--- src/rtl/core/tdpc_pkg.sv ---
// Package for the thermal derating PI controller: item types, command and
// status structs, state encoding, constants and shared arithmetic helpers.
// Depends on nothing; every other file of the block uses it.
`default_nettype none

package tdpc_pkg;

  localparam int TempW  = 7;
  localparam int CurW   = 14;
  localparam int StateW = 16;
  localparam int WideW  = 21;
  localparam int CfgIdxW = 3;

  // Configuration register indexes.
  typedef enum logic [CfgIdxW-1:0] {
    REG_HOLD_TEMP,
    REG_RELEASE_TEMP,
    REG_SHUTDOWN_TEMP,
    REG_TURBO_DIS_TEMP,
    REG_MIN_CURRENT,
    REG_HOLD_CURRENT,
    REG_FOLDBACK_CURRENT,
    REG_TURBO_FAST_CURRENT
  } cfg_reg_t;

  // Fault codes.
  localparam logic [1:0] FAULT_NONE    = 2'd0;
  localparam logic [1:0] FAULT_THERMAL = 2'd1;
  localparam logic [1:0] FAULT_SENSOR  = 2'd2;

  // Reset values of the configuration registers.
  localparam logic [TempW-1:0] RST_HOLD_TEMP      = 7'd45;
  localparam logic [TempW-1:0] RST_RELEASE_TEMP   = 7'd40;
  localparam logic [TempW-1:0] RST_SHUTDOWN_TEMP  = 7'd65;
  localparam logic [TempW-1:0] RST_TURBO_DIS_TEMP = 7'd50;
  localparam logic [CurW-1:0]  RST_MIN_CURRENT    = 14'd390;
  localparam logic [CurW-1:0]  RST_HOLD_CURRENT   = 14'd750;
  localparam logic [CurW-1:0]  RST_FOLDBACK_CURRENT   = 14'd500;
  localparam logic [CurW-1:0]  RST_TURBO_FAST_CURRENT = 14'd2850;

  // Loop constants.
  localparam logic [6:0]  LOCK_SHORT   = 7'd24;
  localparam logic [6:0]  LOCK_LONG    = 7'd60;
  localparam int          ItgFullScale = 2500 * 12;
  localparam int          CommitLevel  = 120 * 8;
  localparam logic [16:0] RECIP12      = 17'd43691;
  localparam int          Recip12Shift = 19;

  // Controller states.
  typedef enum logic [3:0] {
    S_IDLE,
    S_FLAGS,
    S_LOOP_A,
    S_LOOP_B,
    S_LOOP_C,
    S_LOOP_D,
    S_DIV,
    S_LIMIT,
    S_OUT
  } state_t;

  // Kind of update taken when the temperature is above the hold point.
  typedef enum logic [1:0] {
    BR_NONE,
    BR_TURBO,
    BR_PF
  } hot_br_t;

  typedef struct packed {
    logic             kind;
    logic signed [7:0] temperature;
    logic             sensor_ok;
    logic             output_enabled;
    logic             pause_derating;
    logic             mode_needs_derating;
    logic             is_turbo_mode;
    logic [CurW-1:0]  requested_current;
    logic [CurW-1:0]  present_current;
    logic [CurW-1:0]  last_gear_current;
    logic [CurW-1:0]  new_gear_current;
  } in_item_t;

  typedef struct packed {
    logic [CurW-1:0] current_limit;
    logic            step_down_active;
    logic            force_leave_turbo;
    logic            disable_turbo;
    logic [1:0]      fault;
  } out_item_t;

  // Commands from the controller to the datapath.
  typedef struct packed {
    logic load;
    logic flags;
    logic loop_a;
    logic loop_b;
    logic loop_c;
    logic loop_d;
    logic div;
    logic limit;
  } cmd_t;

  // Status from the datapath to the controller.
  typedef struct packed {
    logic gear;
    logic run;
  } status_t;

  // Saturate a wide signed value to the 16-bit state range.
  function automatic logic signed [StateW-1:0] sat16(input logic signed [WideW-1:0] v);
    logic signed [StateW-1:0] r;
    if (v > 21'sd32767) begin
      r = 16'sd32767;
    end else if (v < -21'sd32768) begin
      r = -16'sd32768;
    end else begin
      r = v[StateW-1:0];
    end
    return r;
  endfunction

  // Hysteresis: set above high, clear below low, else hold.
  function automatic logic hyst(input logic held, input logic signed [9:0] t,
                                input logic signed [9:0] high,
                                input logic signed [9:0] low);
    logic r;
    if (t > high) begin
      r = 1'b1;
    end else if (t < low) begin
      r = 1'b0;
    end else begin
      r = held;
    end
    return r;
  endfunction

  // Signed division by 12, truncating toward zero, by reciprocal multiply.
  function automatic logic signed [12:0] div12(input logic signed [StateW-1:0] v);
    logic [16:0] mag;
    logic [33:0] prod;
    logic [11:0] q;
    logic signed [12:0] r;
    mag  = v[StateW-1] ? 17'(-$signed({v[StateW-1], v})) : {1'b0, v};
    prod = mag * RECIP12;
    q    = prod[Recip12Shift +: 12];
    r    = v[StateW-1] ? -$signed({1'b0, q}) : $signed({1'b0, q});
    return r;
  endfunction

  // Proportional factor base: present current over 1000 or over 1300.
  function automatic logic [4:0] pf_base(input logic [CurW-1:0] cur, input logic turbo);
    logic [4:0] n;
    n = 5'd0;
    for (int k = 1; k <= 16; k++) begin
      if (turbo && ({1'b0, cur} >= 15'(k * 1000))) begin
        n = n + 5'd1;
      end
      if (!turbo && (k <= 12) && ({1'b0, cur} >= 15'(k * 1300))) begin
        n = n + 5'd1;
      end
    end
    return n;
  endfunction

endpackage

`default_nettype wire

--- src/rtl/core/tdpc_if.sv ---
// Handshake channel interfaces of the thermal derating PI controller:
// input items, result items and configuration writes. Uses tdpc_pkg.
`default_nettype none

interface tdpc_in_if;
  logic                valid;
  logic                ready;
  tdpc_pkg::in_item_t  item;
  modport source (output valid, output item, input ready);
  modport sink (input valid, input item, output ready);
endinterface

interface tdpc_out_if;
  logic                valid;
  logic                ready;
  tdpc_pkg::out_item_t item;
  modport source (output valid, output item, input ready);
  modport sink (input valid, input item, output ready);
endinterface

interface tdpc_cfg_if;
  logic                            valid;
  logic                            ready;
  logic [tdpc_pkg::CfgIdxW-1:0]    index;
  logic [tdpc_pkg::CurW-1:0]       data;
  modport source (output valid, output index, output data, input ready);
  modport sink (input valid, input index, input data, output ready);
endinterface

`default_nettype wire

--- src/rtl/core/tdpc_datapath.sv ---
// Datapath of the thermal derating PI controller: configuration registers,
// loop state, the shared divide-by-12 unit and the result register.
// Uses tdpc_pkg; driven by tdpc_ctrl commands.
`default_nettype none

module tdpc_datapath (
  input  wire logic                  clk,
  input  wire logic                  rst,
  input  wire tdpc_pkg::cmd_t        cmd,
  output tdpc_pkg::status_t          status,
  input  wire tdpc_pkg::in_item_t    item_d,
  output tdpc_pkg::out_item_t        result_q,
  input  wire logic                  cfg_we,
  input  wire logic [tdpc_pkg::CfgIdxW-1:0] cfg_index,
  input  wire logic [tdpc_pkg::CurW-1:0]    cfg_data
);

  // Configuration registers.
  logic [tdpc_pkg::TempW-1:0] hold_t, rel_t, shut_t, tdis_t;
  logic [tdpc_pkg::CurW-1:0]  min_c, hold_c, fb_c, tfast_c;

  // Captured item and loop state.
  tdpc_pkg::in_item_t          it;
  logic signed [15:0]          integrator, prop;
  logic [6:0]                  lock;
  logic                        near, sdf, lim_act, shut_f, leave_f, dis_f;
  logic [1:0]                  fault_code;

  // Per-tick working registers.
  logic                        mode_hot, mode_cold, fast, lock_zero;
  logic [7:0]                  err;
  tdpc_pkg::hot_br_t           br;
  logic [4:0]                  pf;
  logic [11:0]                 pf2;
  logic signed [12:0]          q12;

  // Configuration writes.
  always_ff @(posedge clk) begin
    if (rst) begin
      hold_t  <= tdpc_pkg::RST_HOLD_TEMP;
      rel_t   <= tdpc_pkg::RST_RELEASE_TEMP;
      shut_t  <= tdpc_pkg::RST_SHUTDOWN_TEMP;
      tdis_t  <= tdpc_pkg::RST_TURBO_DIS_TEMP;
      min_c   <= tdpc_pkg::RST_MIN_CURRENT;
      hold_c  <= tdpc_pkg::RST_HOLD_CURRENT;
      fb_c    <= tdpc_pkg::RST_FOLDBACK_CURRENT;
      tfast_c <= tdpc_pkg::RST_TURBO_FAST_CURRENT;
    end else if (cfg_we) begin
      case (tdpc_pkg::cfg_reg_t'(cfg_index))
        tdpc_pkg::REG_HOLD_TEMP:          hold_t  <= cfg_data[tdpc_pkg::TempW-1:0];
        tdpc_pkg::REG_RELEASE_TEMP:       rel_t   <= cfg_data[tdpc_pkg::TempW-1:0];
        tdpc_pkg::REG_SHUTDOWN_TEMP:      shut_t  <= cfg_data[tdpc_pkg::TempW-1:0];
        tdpc_pkg::REG_TURBO_DIS_TEMP:     tdis_t  <= cfg_data[tdpc_pkg::TempW-1:0];
        tdpc_pkg::REG_MIN_CURRENT:        min_c   <= cfg_data;
        tdpc_pkg::REG_HOLD_CURRENT:       hold_c  <= cfg_data;
        tdpc_pkg::REG_FOLDBACK_CURRENT:   fb_c    <= cfg_data;
        tdpc_pkg::REG_TURBO_FAST_CURRENT: tfast_c <= cfg_data;
        default: ;
      endcase
    end
  end

  // Sign-extended temperatures and thresholds.
  logic signed [9:0] tw, hold_s, rel_s, shut_s, tdis_s;
  assign tw     = {{2{it.temperature[7]}}, it.temperature};
  assign hold_s = $signed({3'b000, hold_t});
  assign rel_s  = $signed({3'b000, rel_t});
  assign shut_s = $signed({3'b000, shut_t});
  assign tdis_s = $signed({3'b000, tdis_t});

  logic signed [15:0] req_s, min_s, cur_s, reqmin;
  assign req_s  = $signed({2'b00, it.requested_current});
  assign min_s  = $signed({2'b00, min_c});
  assign cur_s  = $signed({2'b00, it.present_current});
  assign reqmin = req_s - min_s;

  // Hysteresis flags and limiter activation for a tick.
  logic leave_n, dis_n, shut_n, lim_n;
  always_comb begin
    leave_n = tdpc_pkg::hyst(leave_f, tw, shut_s - 10'sd10, tdis_s - 10'sd10);
    dis_n   = tdpc_pkg::hyst(dis_f, tw, tdis_s, tdis_s - 10'sd10);
    shut_n  = tdpc_pkg::hyst(shut_f, tw, shut_s, hold_s - 10'sd5);
    if (!it.mode_needs_derating) begin
      lim_n = 1'b0;
    end else if (tdpc_pkg::hyst(lim_act, tw, hold_s, rel_s)) begin
      lim_n = 1'b1;
    end else if ((prop == 16'sd0) && (integrator < 16'sd0)) begin
      lim_n = 1'b0;
    end else begin
      lim_n = lim_act;
    end
  end

  // First loop stage: classify the temperature error and pick the branch.
  logic [tdpc_pkg::CurW-1:0] hold_i;
  logic signed [9:0]         err_hot, err_cold;
  logic                      hot, cold, fast_a, near_set, cold_itg;
  tdpc_pkg::hot_br_t         br_a;
  always_comb begin
    hold_i   = near ? fb_c : hold_c;
    hot      = tw > hold_s;
    cold     = tw < hold_s;
    err_hot  = tw - hold_s;
    err_cold = hold_s - tw;
    if (it.is_turbo_mode && (it.present_current > tfast_c)) begin
      br_a = tdpc_pkg::BR_TURBO;
    end else if (err_hot > 10'sd2) begin
      br_a = tdpc_pkg::BR_PF;
    end else begin
      br_a = tdpc_pkg::BR_NONE;
    end
    cold_itg = (err_cold > 10'sd4) ||
               !(cur_s > ($signed({2'b00, hold_i}) - 16'sd200));
    fast_a   = hot ? (it.present_current < hold_i) : cold_itg;
    near_set = hot && (tw > (shut_s - 10'sd13));
  end

  // Third loop stage: proportional term update.
  logic signed [20:0] p_w, prod_w;
  logic signed [15:0] p_commit, p_c;
  logic signed [15:0] i_commit, i_c;
  logic [16:0]        abs_i;
  logic               commit_ok;
  always_comb begin
    p_w       = 21'(prop);
    abs_i     = integrator[15] ? 17'(-$signed({integrator[15], integrator}))
                               : {1'b0, integrator};
    commit_ok = abs_i >= 17'(tdpc_pkg::CommitLevel);
    p_commit  = commit_ok ? tdpc_pkg::sat16(p_w + 21'(q12)) : prop;
    i_commit  = commit_ok ? 16'sd0 : integrator;
    prod_w    = $signed({9'd0, pf2}) * $signed({13'd0, err});
    p_c       = prop;
    i_c       = integrator;
    if (mode_hot) begin
      case (br)
        tdpc_pkg::BR_TURBO: begin
          p_c = tdpc_pkg::sat16(p_w + 21'sd20 * $signed({13'd0, err}));
        end
        tdpc_pkg::BR_PF: begin
          if (fast) begin
            p_c = p_commit;
            i_c = i_commit;
          end else begin
            p_c = tdpc_pkg::sat16(p_w + prod_w);
          end
          if (p_c > reqmin) begin
            p_c = reqmin;
          end
        end
        default: ;
      endcase
    end else if (mode_cold) begin
      if (lock_zero) begin
        if (fast) begin
          p_c = p_commit;
          i_c = i_commit;
        end else begin
          if (err > 8'd1) begin
            p_c = tdpc_pkg::sat16(p_w - $signed({13'd0, err}));
          end
        end
      end
      if (p_c < 16'sd0) begin
        p_c = 16'sd0;
      end
    end
  end

  // Fourth loop stage: integrator step.
  logic signed [9:0]  d10;
  logic [8:0]         d9;
  logic [9:0]         dd;
  logic signed [15:0] i_d;
  always_comb begin
    d10 = mode_hot ? (tw - (shut_s - 10'sd18)) : ((rel_s + 10'sd5) - tw);
    d9  = d10[9] ? 9'd0 : d10[8:0];
    if ((abs_i < 17'(tdpc_pkg::ItgFullScale - int'(d9))) && fast) begin
      dd = {d9, 1'b1};
    end else begin
      dd = 10'd1;
    end
    if (mode_hot) begin
      i_d = tdpc_pkg::sat16(21'(integrator) + $signed({11'd0, dd}));
    end else begin
      i_d = tdpc_pkg::sat16(21'(integrator) - $signed({11'd0, dd}));
    end
  end

  // Limit computation.
  logic signed [17:0] r0, r1;
  logic               r_low;
  always_comb begin
    r0 = 18'(prop) + 18'(q12);
    if (r0 < 18'sd0) begin
      r0 = 18'sd0;
    end
    r1    = 18'(req_s) - r0;
    r_low = r1 < 18'(min_s);
    if (r_low) begin
      r1 = 18'(min_s);
    end
  end

  assign status.gear = it.kind;
  assign status.run  = lim_act && !it.pause_derating && it.output_enabled;

  // Loop state and item sequencing.
  always_ff @(posedge clk) begin
    if (rst) begin
      integrator <= '0;
      prop       <= '0;
      lock       <= '0;
      near       <= 1'b0;
      sdf        <= 1'b0;
      lim_act    <= 1'b0;
      shut_f     <= 1'b0;
      leave_f    <= 1'b0;
      dis_f      <= 1'b0;
      fault_code <= tdpc_pkg::FAULT_NONE;
    end else begin
      if (cmd.flags) begin
        if (it.kind) begin
          // Gear change: rebase the proportional term.
          if (it.mode_needs_derating &&
              (it.new_gear_current > it.last_gear_current)) begin
            prop <= $signed({2'b00, it.new_gear_current - it.last_gear_current});
          end else begin
            prop <= '0;
          end
          integrator <= '0;
        end else if (it.sensor_ok) begin
          leave_f <= leave_n;
          dis_f   <= dis_n;
          shut_f  <= shut_n;
          lim_act <= lim_n;
          if (shut_n) begin
            fault_code <= tdpc_pkg::FAULT_THERMAL;
          end else if (fault_code == tdpc_pkg::FAULT_THERMAL) begin
            fault_code <= tdpc_pkg::FAULT_NONE;
          end
        end else begin
          fault_code <= tdpc_pkg::FAULT_SENSOR;
        end
      end
      if (cmd.loop_a) begin
        if (!lim_act) begin
          near       <= 1'b0;
          integrator <= '0;
          prop       <= '0;
          sdf        <= 1'b0;
        end else if (status.run) begin
          if (hot) begin
            near <= near | near_set;
            lock <= (br_a == tdpc_pkg::BR_PF) ? tdpc_pkg::LOCK_LONG : tdpc_pkg::LOCK_SHORT;
          end else if (cold) begin
            if (lock != 7'd0) begin
              lock <= lock - 7'd1;
            end else if (near && (it.present_current > hold_c)) begin
              near <= 1'b0;
            end
          end
        end
      end
      if (cmd.loop_c) begin
        prop       <= p_c;
        integrator <= i_c;
      end
      if (cmd.loop_d && (mode_hot || mode_cold)) begin
        integrator <= i_d;
      end
      if (cmd.limit) begin
        if (!lim_act) begin
          sdf <= 1'b0;
        end else begin
          if (r_low) begin
            prop       <= reqmin;
            integrator <= '0;
          end
          if (r1 < (18'(req_s) - 18'sd150)) begin
            sdf <= 1'b1;
          end
        end
      end
    end
  end

  // Payload registers.
  always_ff @(posedge clk) begin
    if (cmd.load) begin
      it <= item_d;
    end
    if (cmd.loop_a) begin
      mode_hot  <= hot;
      mode_cold <= cold;
      err       <= hot ? err_hot[7:0] : err_cold[7:0];
      fast      <= fast_a;
      br        <= br_a;
      pf        <= tdpc_pkg::pf_base(it.present_current, it.is_turbo_mode) + 5'd1;
      lock_zero <= lock == 7'd0;
    end
    if (cmd.loop_b) begin
      if (err > 8'd3) begin
        pf2 <= 12'(pf) * (12'(err) + 12'd2);
      end else begin
        pf2 <= {7'd0, pf};
      end
    end
    if (cmd.loop_b || cmd.div) begin
      q12 <= tdpc_pkg::div12(integrator);
    end
    if (cmd.limit) begin
      result_q.current_limit     <= lim_act ? r1[13:0] : it.requested_current;
      result_q.step_down_active  <= lim_act && (sdf || (r1 < (18'(req_s) - 18'sd150)));
      result_q.force_leave_turbo <= leave_f;
      result_q.disable_turbo     <= dis_f;
      result_q.fault             <= fault_code;
    end
  end

  // The fault code never takes the unused encoding.
  a_fault_code: assert property (@(posedge clk) disable iff (rst)
    fault_code != 2'd3) else $error("fault code out of range");

  // The step-up lock never exceeds the long hold-off.
  a_lock_range: assert property (@(posedge clk) disable iff (rst)
    lock <= tdpc_pkg::LOCK_LONG) else $error("step-up lock out of range");

  // A limiter that is off leaves no running deduction after the clear.
  a_clear: assert property (@(posedge clk) disable iff (rst)
    cmd.loop_a && !lim_act |=> prop == 16'sd0 && integrator == 16'sd0)
    else $error("loop state not cleared");

endmodule

`default_nettype wire

--- src/rtl/core/tdpc_ctrl.sv ---
// Controller state machine of the thermal derating PI controller.
// Sequences the datapath stages per item. Uses tdpc_pkg.
`default_nettype none

module tdpc_ctrl (
  input  wire logic              clk,
  input  wire logic              rst,
  input  wire logic              in_valid,
  output logic                   in_ready,
  output logic                   out_valid,
  input  wire logic              out_ready,
  output tdpc_pkg::cmd_t         cmd,
  input  wire tdpc_pkg::status_t status
);

  tdpc_pkg::state_t state, state_next;

  // State register.
  always_ff @(posedge clk) begin
    if (rst) begin
      state <= tdpc_pkg::S_IDLE;
    end else begin
      state <= state_next;
    end
  end

  // Next state and commands.
  always_comb begin
    state_next = state;
    cmd        = '0;
    in_ready   = 1'b0;
    out_valid  = 1'b0;
    case (state)
      tdpc_pkg::S_IDLE: begin
        in_ready = 1'b1;
        if (in_valid) begin
          cmd.load   = 1'b1;
          state_next = tdpc_pkg::S_FLAGS;
        end
      end
      tdpc_pkg::S_FLAGS: begin
        cmd.flags  = 1'b1;
        state_next = status.gear ? tdpc_pkg::S_DIV : tdpc_pkg::S_LOOP_A;
      end
      tdpc_pkg::S_LOOP_A: begin
        cmd.loop_a = 1'b1;
        state_next = status.run ? tdpc_pkg::S_LOOP_B : tdpc_pkg::S_DIV;
      end
      tdpc_pkg::S_LOOP_B: begin
        cmd.loop_b = 1'b1;
        state_next = tdpc_pkg::S_LOOP_C;
      end
      tdpc_pkg::S_LOOP_C: begin
        cmd.loop_c = 1'b1;
        state_next = tdpc_pkg::S_LOOP_D;
      end
      tdpc_pkg::S_LOOP_D: begin
        cmd.loop_d = 1'b1;
        state_next = tdpc_pkg::S_DIV;
      end
      tdpc_pkg::S_DIV: begin
        cmd.div    = 1'b1;
        state_next = tdpc_pkg::S_LIMIT;
      end
      tdpc_pkg::S_LIMIT: begin
        cmd.limit  = 1'b1;
        state_next = tdpc_pkg::S_OUT;
      end
      tdpc_pkg::S_OUT: begin
        out_valid = 1'b1;
        if (out_ready) begin
          state_next = tdpc_pkg::S_IDLE;
        end
      end
      default: state_next = tdpc_pkg::S_IDLE;
    endcase
  end

  // An accepted item always starts with the flag stage.
  a_start: assert property (@(posedge clk) disable iff (rst)
    in_valid && in_ready |=> state == tdpc_pkg::S_FLAGS) else $error("bad start");

  // A computed limit is offered in the next cycle.
  a_offer: assert property (@(posedge clk) disable iff (rst)
    cmd.limit |=> out_valid) else $error("result not offered");

  // A waiting result is held until taken.
  a_hold: assert property (@(posedge clk) disable iff (rst)
    out_valid && !out_ready |=> out_valid) else $error("result dropped");

endmodule

`default_nettype wire

--- src/rtl/core/thermal_derating_pi_controller.sv ---
// Thermal derating PI controller. Each accepted item (a control tick or a
// gear change) yields exactly one result item. A tick with the loop running
// passes through the flag update, four loop stages, a divide stage and a
// limit stage before its result is offered; a tick with the loop idle skips
// the last three loop stages and a gear change skips all four. The controller
// sequences one item at a time through the shared datapath: the result state
// and the idle state follow, and the next item is taken only once the
// receiver has taken the result.
// Configuration writes are always ready and take effect on the next cycle.
// Depends on tdpc_pkg, tdpc_if, tdpc_ctrl and tdpc_datapath.
`default_nettype none

module thermal_derating_pi_controller (
  input  wire logic clk,
  input  wire logic rst,
  tdpc_in_if.sink   sample,
  tdpc_out_if.source result,
  tdpc_cfg_if.sink  cfg
);

  tdpc_pkg::cmd_t    cmd;
  tdpc_pkg::status_t status;

  assign cfg.ready = 1'b1;

  // Sequencer.
  tdpc_ctrl u_ctrl (
    .clk       (clk),
    .rst       (rst),
    .in_valid  (sample.valid),
    .in_ready  (sample.ready),
    .out_valid (result.valid),
    .out_ready (result.ready),
    .cmd       (cmd),
    .status    (status)
  );

  // Datapath.
  tdpc_datapath u_datapath (
    .clk       (clk),
    .rst       (rst),
    .cmd       (cmd),
    .status    (status),
    .item_d    (sample.item),
    .result_q  (result.item),
    .cfg_we    (cfg.valid),
    .cfg_index (cfg.index),
    .cfg_data  (cfg.data)
  );

endmodule

`default_nettype wire
--- src/flat_wrapper.sv ---
// flat-port wrapper written by rule: the top's interface ports become plain ports
module thermal_derating_pi_controller_flat 
  (clk, rst, sample_valid, sample_item, sample_ready, result_valid, result_item, result_ready, cfg_valid, cfg_index, cfg_data, cfg_ready);
  tdpc_in_if sample_i ();
  tdpc_out_if result_i ();
  tdpc_cfg_if cfg_i ();
  input  wire logic clk;
  input  wire logic rst;
  input wire logic [$bits(sample_i.valid)-1:0] sample_valid;
  input wire logic [$bits(sample_i.item)-1:0] sample_item;
  output wire logic [$bits(sample_i.ready)-1:0] sample_ready;
  output wire logic [$bits(result_i.valid)-1:0] result_valid;
  output wire logic [$bits(result_i.item)-1:0] result_item;
  input wire logic [$bits(result_i.ready)-1:0] result_ready;
  input wire logic [$bits(cfg_i.valid)-1:0] cfg_valid;
  input wire logic [$bits(cfg_i.index)-1:0] cfg_index;
  input wire logic [$bits(cfg_i.data)-1:0] cfg_data;
  output wire logic [$bits(cfg_i.ready)-1:0] cfg_ready;
  assign sample_i.valid = sample_valid;
  assign sample_i.item = sample_item;
  assign sample_ready = sample_i.ready;
  assign result_valid = result_i.valid;
  assign result_item = result_i.item;
  assign result_i.ready = result_ready;
  assign cfg_i.valid = cfg_valid;
  assign cfg_i.index = cfg_index;
  assign cfg_i.data = cfg_data;
  assign cfg_ready = cfg_i.ready;
  thermal_derating_pi_controller u_core (.clk(clk), .rst(rst), .sample(sample_i), .result(result_i), .cfg(cfg_i));
endmodule
--- config.mk ---
export PLATFORM = sky130hd
export DESIGN_NAME = thermal_derating_pi_controller_flat
export DESIGN_NICKNAME = d
export VERILOG_FILES = /design/src/rtl/core/tdpc_pkg.sv /design/src/rtl/core/tdpc_if.sv /design/src/rtl/core/tdpc_datapath.sv /design/src/rtl/core/tdpc_ctrl.sv /design/src/rtl/core/thermal_derating_pi_controller.sv /design/src/flat_wrapper.sv
export SDC_FILE = /design/constraint.sdc
export NUM_CORES = 2
export LEC_CHECK = 0
export BUFFER_PORTS_ARGS = -buffer_cell sky130_fd_sc_hd__buf_2
export CAP_MARGIN = 40
export CORE_MARGIN = 2
export CORE_UTILIZATION = 57
export DETAILED_ROUTE_END_ITERATION = 7
export PLACE_DENSITY = 0.74
export SYNTH_ARGS = -nofsm -noshare
export SYNTH_HDL_FRONTEND = slang
export SYNTH_SLANG_ARGS = --single-unit
export TNS_END_PERCENT = 100
--- constraint.sdc ---
create_clock -name clk -period 44.6 [get_ports clk]
set_input_delay 6.69 -clock clk [delete_from_list [all_inputs] [get_ports clk]]
set_output_delay 6.69 -clock clk [all_outputs]
set_load 0.02 [all_outputs]
==> flow_summary_export.csv <==
group,metric,value,unit
min_path,hp-class,"flip-flop to flip-flop",
worst_setup_path,slowest_stage,"edfxtp_1",
routing,wl_per_cell,19.0,um
layout,syn_to_final_growth,7.39,%
synthesis,synth_top_area_share,0.192,
power,leakage,0.0178,uW
synthesis,synth_async_sr_flop_share,0,
sta,fin_hold_ws,0.439,ns
synthesis,synth_area_leaders,"ha_1 19%, edfxtp_1 11%, fa_1 10%",
routing,viasPerCell,6.01,
worst_setup_path,slowest_delay,0.87,ns
layout,drive_gt1_frac,0.0708,
run,drv_cap,0,
sta,layout_setup_ws,26.88,ns
routing,drtIter0Drc,2476,
floorplanning,io_pins,114,
place,dpl.hpwl,76.3,mm
sta,skew,0.0235,ns
worst_setup_path,endpoint_kind,"flip-flop",
routing,drtAntennaViolNets,0,
sta,layout_min_cycle_time,17.72,ns
sta,period_share,0.397,
clock_tree,cts_setup_buffers,0,
sta,tightestPinTransition,0.925,ns
floorplanning,floorplan.initialDensity,0.575,
worst_setup_path,crit_arrival,18.04,ns
global_route,grt_pass1_wl,154,mm
min_path,min_to,"u_core.u_datapath.result_q[3]$_DFFE_PP_",
clock_tree,h-tree-depth,2,
clock_tree,cts_resized,0,
worst_setup_path,crit_top_cell,"ha_1",
sta,fmax,56.4,MHz
sta,drv_slew,0,
floorplanning,die_w,253,um
layout,num_antenna_cells,0,
layout,final_cells,5097,
sta,rsz0062_at_grt,"false",
sta,tns,0,ns
floorplanning,dieArea,64000,um^2
place,dpl_worst_slack,27.02,ns
worst_setup_path,r2r-start,"u_core.u_datapath.cur_s[8]$_DFFE_PP_",
global_route,overflow,0,
synthesis,yosys_warnings,0,
min_path,worst_hold_startpoint,"u_core.u_datapath.leave_f$_SDFFE_PP0P_",
clock_tree,clk_pin_slew,0.07,ns
sta,hold_viol,0,
routing,wirelength,96.9,mm
clock_tree,cts_buffer_depth,3,
layout,final_common_cell,"ha_1",
status,outcome,"finished clean",
clock_tree,ctsHoldBuffers,0,
synthesis,synth_flop_cell,"dfxtp_1",
synthesis,synth_edf_count,133,
global_route,grt_max_degree,68,
clock_tree,cts_sinks,268,
place,port_buffers,112,
place,gp_congestion,0.997,
synthesis,synth_seq_cells,268,
routing,vias,30600,
sta,setup_viol,0,
synthesis,synth_area,35300,um^2
worst_setup_path,r2r_cells,82,
worst_setup_path,r2r-end,"u_core.u_datapath.pf[4]$_DFFE_PN_",
floorplanning,core-area,61500,um^2
synthesis,synth_cell_types,102,
worst_setup_path,startpoint,"u_core.u_datapath.cur_s[8]$_DFFE_PP_",
clock_tree,cts_buffers,34,
worst_setup_path,crit_type,"flip-flop to flip-flop",
power,power.density,52.8,nW/um^2
global_route,antenna_found_initial,0,
layout,fill_cells,5414,
layout,final_net_count,5097,
min_path,whs_path_depth,0,
worst_setup_path,path_buf_inv,4,
global_route,grt_pass1_vias,29700,
floorplanning,rows,91,
synthesis,synthCells,4215,
worst_setup_path,cp.required,44.92,ns
place,placedCellCount,5033,
worst_setup_path,crit_fanout,21,
clock_tree,cts_tree,"done",
synthesis,synth.yosys.seq_area_share,0.189,
synthesis,avgSynthCellArea,8.38,um^2
worst_setup_path,start_kind,"flip-flop",
clock_tree,cts-root-buf,"clkbuf_16",
global_route,track_usage,0.301,
layout,layout.cells.most_common_list,"541 x ha_1, 507 x inv_1, 388 x nand2_1, 296 x a21oi_1, 270 x nor2_1",
synthesis,yosys.area.top_type,"ha_1",
routing,drt_pass1_iterations,8,
worst_setup_path,crit_family,"adder cells",
floorplanning,fp.dieH,253,um
routing,drc_errors,0,
clock_tree,clkLatencyLatePin,0.58,ns
power,ir_worst_vdd,53.5,uV
worst_setup_path,ff2ff_setup_slack,26.88,ns
sta,slew_headroom,0.367,
-- report_power, final --
group / switching (uW) / total [uW] / leakage [uW] / internal (uW)
Clock: 126 / 290 / 0.000565 / 164
Combinational: 785 / 1370 / 0.0149 / 582
Sequential: 45.3 / 348 / 0.00233 / 303
Total: 956 / 2000 / 0.0178 / 1050
-- worst reg2reg max path, delay by kind of cell (launching register included) --
family / cells / cell delay (ns)
buf+inv: 4 / 0.27
simple gates: 17 / 2.12
xor+xnor: 1 / 0.13
compound gates: 27 / 4.92
flops: 1 / 0.87
fa+ha+maj: 26 / 7.30
mux: 7 / 1.83
-- area by class of cell --
cell class / count / area (um^2) / share of cell area
clock buffers: 43 / 937 / 0.0247
clock inverters: 19 / 215 / 0.00567
inverters: 509 / 1910 / 0.0503
multi-input cells: 3304 / 26300 / 0.692
flip-flops and latches: 268 / 6700 / 0.176
well taps: 790 / 988 / 0.0260
repair buffers: 164 / 953 / 0.0251
-- kinds of logic (layout without fill, tap and decap cells) --
logic type / after synthesis / count (layout) / synth area share
DFF: 268 / 268 / 0.189
muxes: 65 / 65 / 0.0195
AOI/OAI and AO/OA: 1000 / 1000 / 0.184
buffers and inverters: 647 / 735 / 0.0695
xor gates and xnor gates: 272 / 272 / 0.0699
other: 2 / 6 / 0.000213
adders and majority gates: 727 / 727 / 0.296
and+or+nand+nor: 1234 / 1234 / 0.171
-- Yosys cell counts, types with 30 or more instances --
library cell / instances
edfxtp_1: 133
dfxtp_1: 135
a21o_1: 66
inv_1: 507
xnor2_1: 192
fa_1: 183
mux2_2: 30
o21a_1: 68
and3_1: 30
nand4_1: 35
clkbuf_1: 111
and2_1: 85
nand2_1: 388
nor2b_1: 78
nor2_1: 271
nand2b_1: 73
o21ai_0: 208
o21bai_1: 42
nand3_1: 66
xor2_1: 75
mux2i_1: 35
a211oi_1: 31
a21oi_1: 296
ha_1: 541
nor3_1: 64
-- worst max path at each step --
stage | endpoint | slack (ns) | cells after the start
6_report | u_core.u_datapath.pf[4]$_DFFE_PN_ | 26.88 | 82
5_1_grt | u_core.u_datapath.pf[4]$_DFFE_PN_ | 25.48 | 82
4_1_cts | u_core.u_datapath.pf[4]$_DFFE_PN_ | 26.97 | 82
3_5_place_dp | u_core.u_datapath.pf[4]$_DFFE_PN_ | 27.02 | 82
3_3_place_gp | u_core.u_datapath.pf[4]$_DFFE_PN_ | 27.49 | 82
2_1_floorplan | u_core.u_datapath.pf[4]$_DFFE_PN_ | 28.61 | 84
-- sequential cells by signal, summed over array words and instances (netlist names), 8 cells and up --
register and flops:
u_core.u_datapath.q12 13, u_core.u_datapath.result_q 19, u_core.u_datapath.err 8, u_core.u_datapath.integrator 16
u_core.u_datapath.prop 16, u_core.u_datapath.hold_c 14, u_core.u_datapath.pf2 12, u_core.u_datapath.it 55
u_core.u_datapath.fb_c 14, u_core.u_datapath.tfast_c 14, u_core.u_datapath.cur_s 14, u_core.u_datapath.min_c 14
-- through the flow --
| step | util | cell area (um^2) | power [uW] |
|---|---|---|---|
| floorplan | - | 35400 | 1390 |
| global route | 0.617 | 38000 | 2190 |
| CTS | 0.617 | 37900 | 2000 |
| global placement | 0.597 | 36700 | 1680 |
| detailed placement | 0.598 | 36800 | 1700 |
| finish | 0.617 | 38000 | 2000 |
-- routing by layer --
layer | share of wire | vias up | wire [um] | track usage
met2 | 0.46 | 1027 | 44600 | 0.497
met4 | 0.043 | 0 | 4210 | 0.124
li1 | - | 14800 | - | -
met3 | 0.065 | 254 | 6280 | 0.0343
met1 | 0.43 | 14500 | 41900 | 0.400
met5 | 0 | - | 0 | 0
No activity file was read; power rests on OpenSTA's default activity.
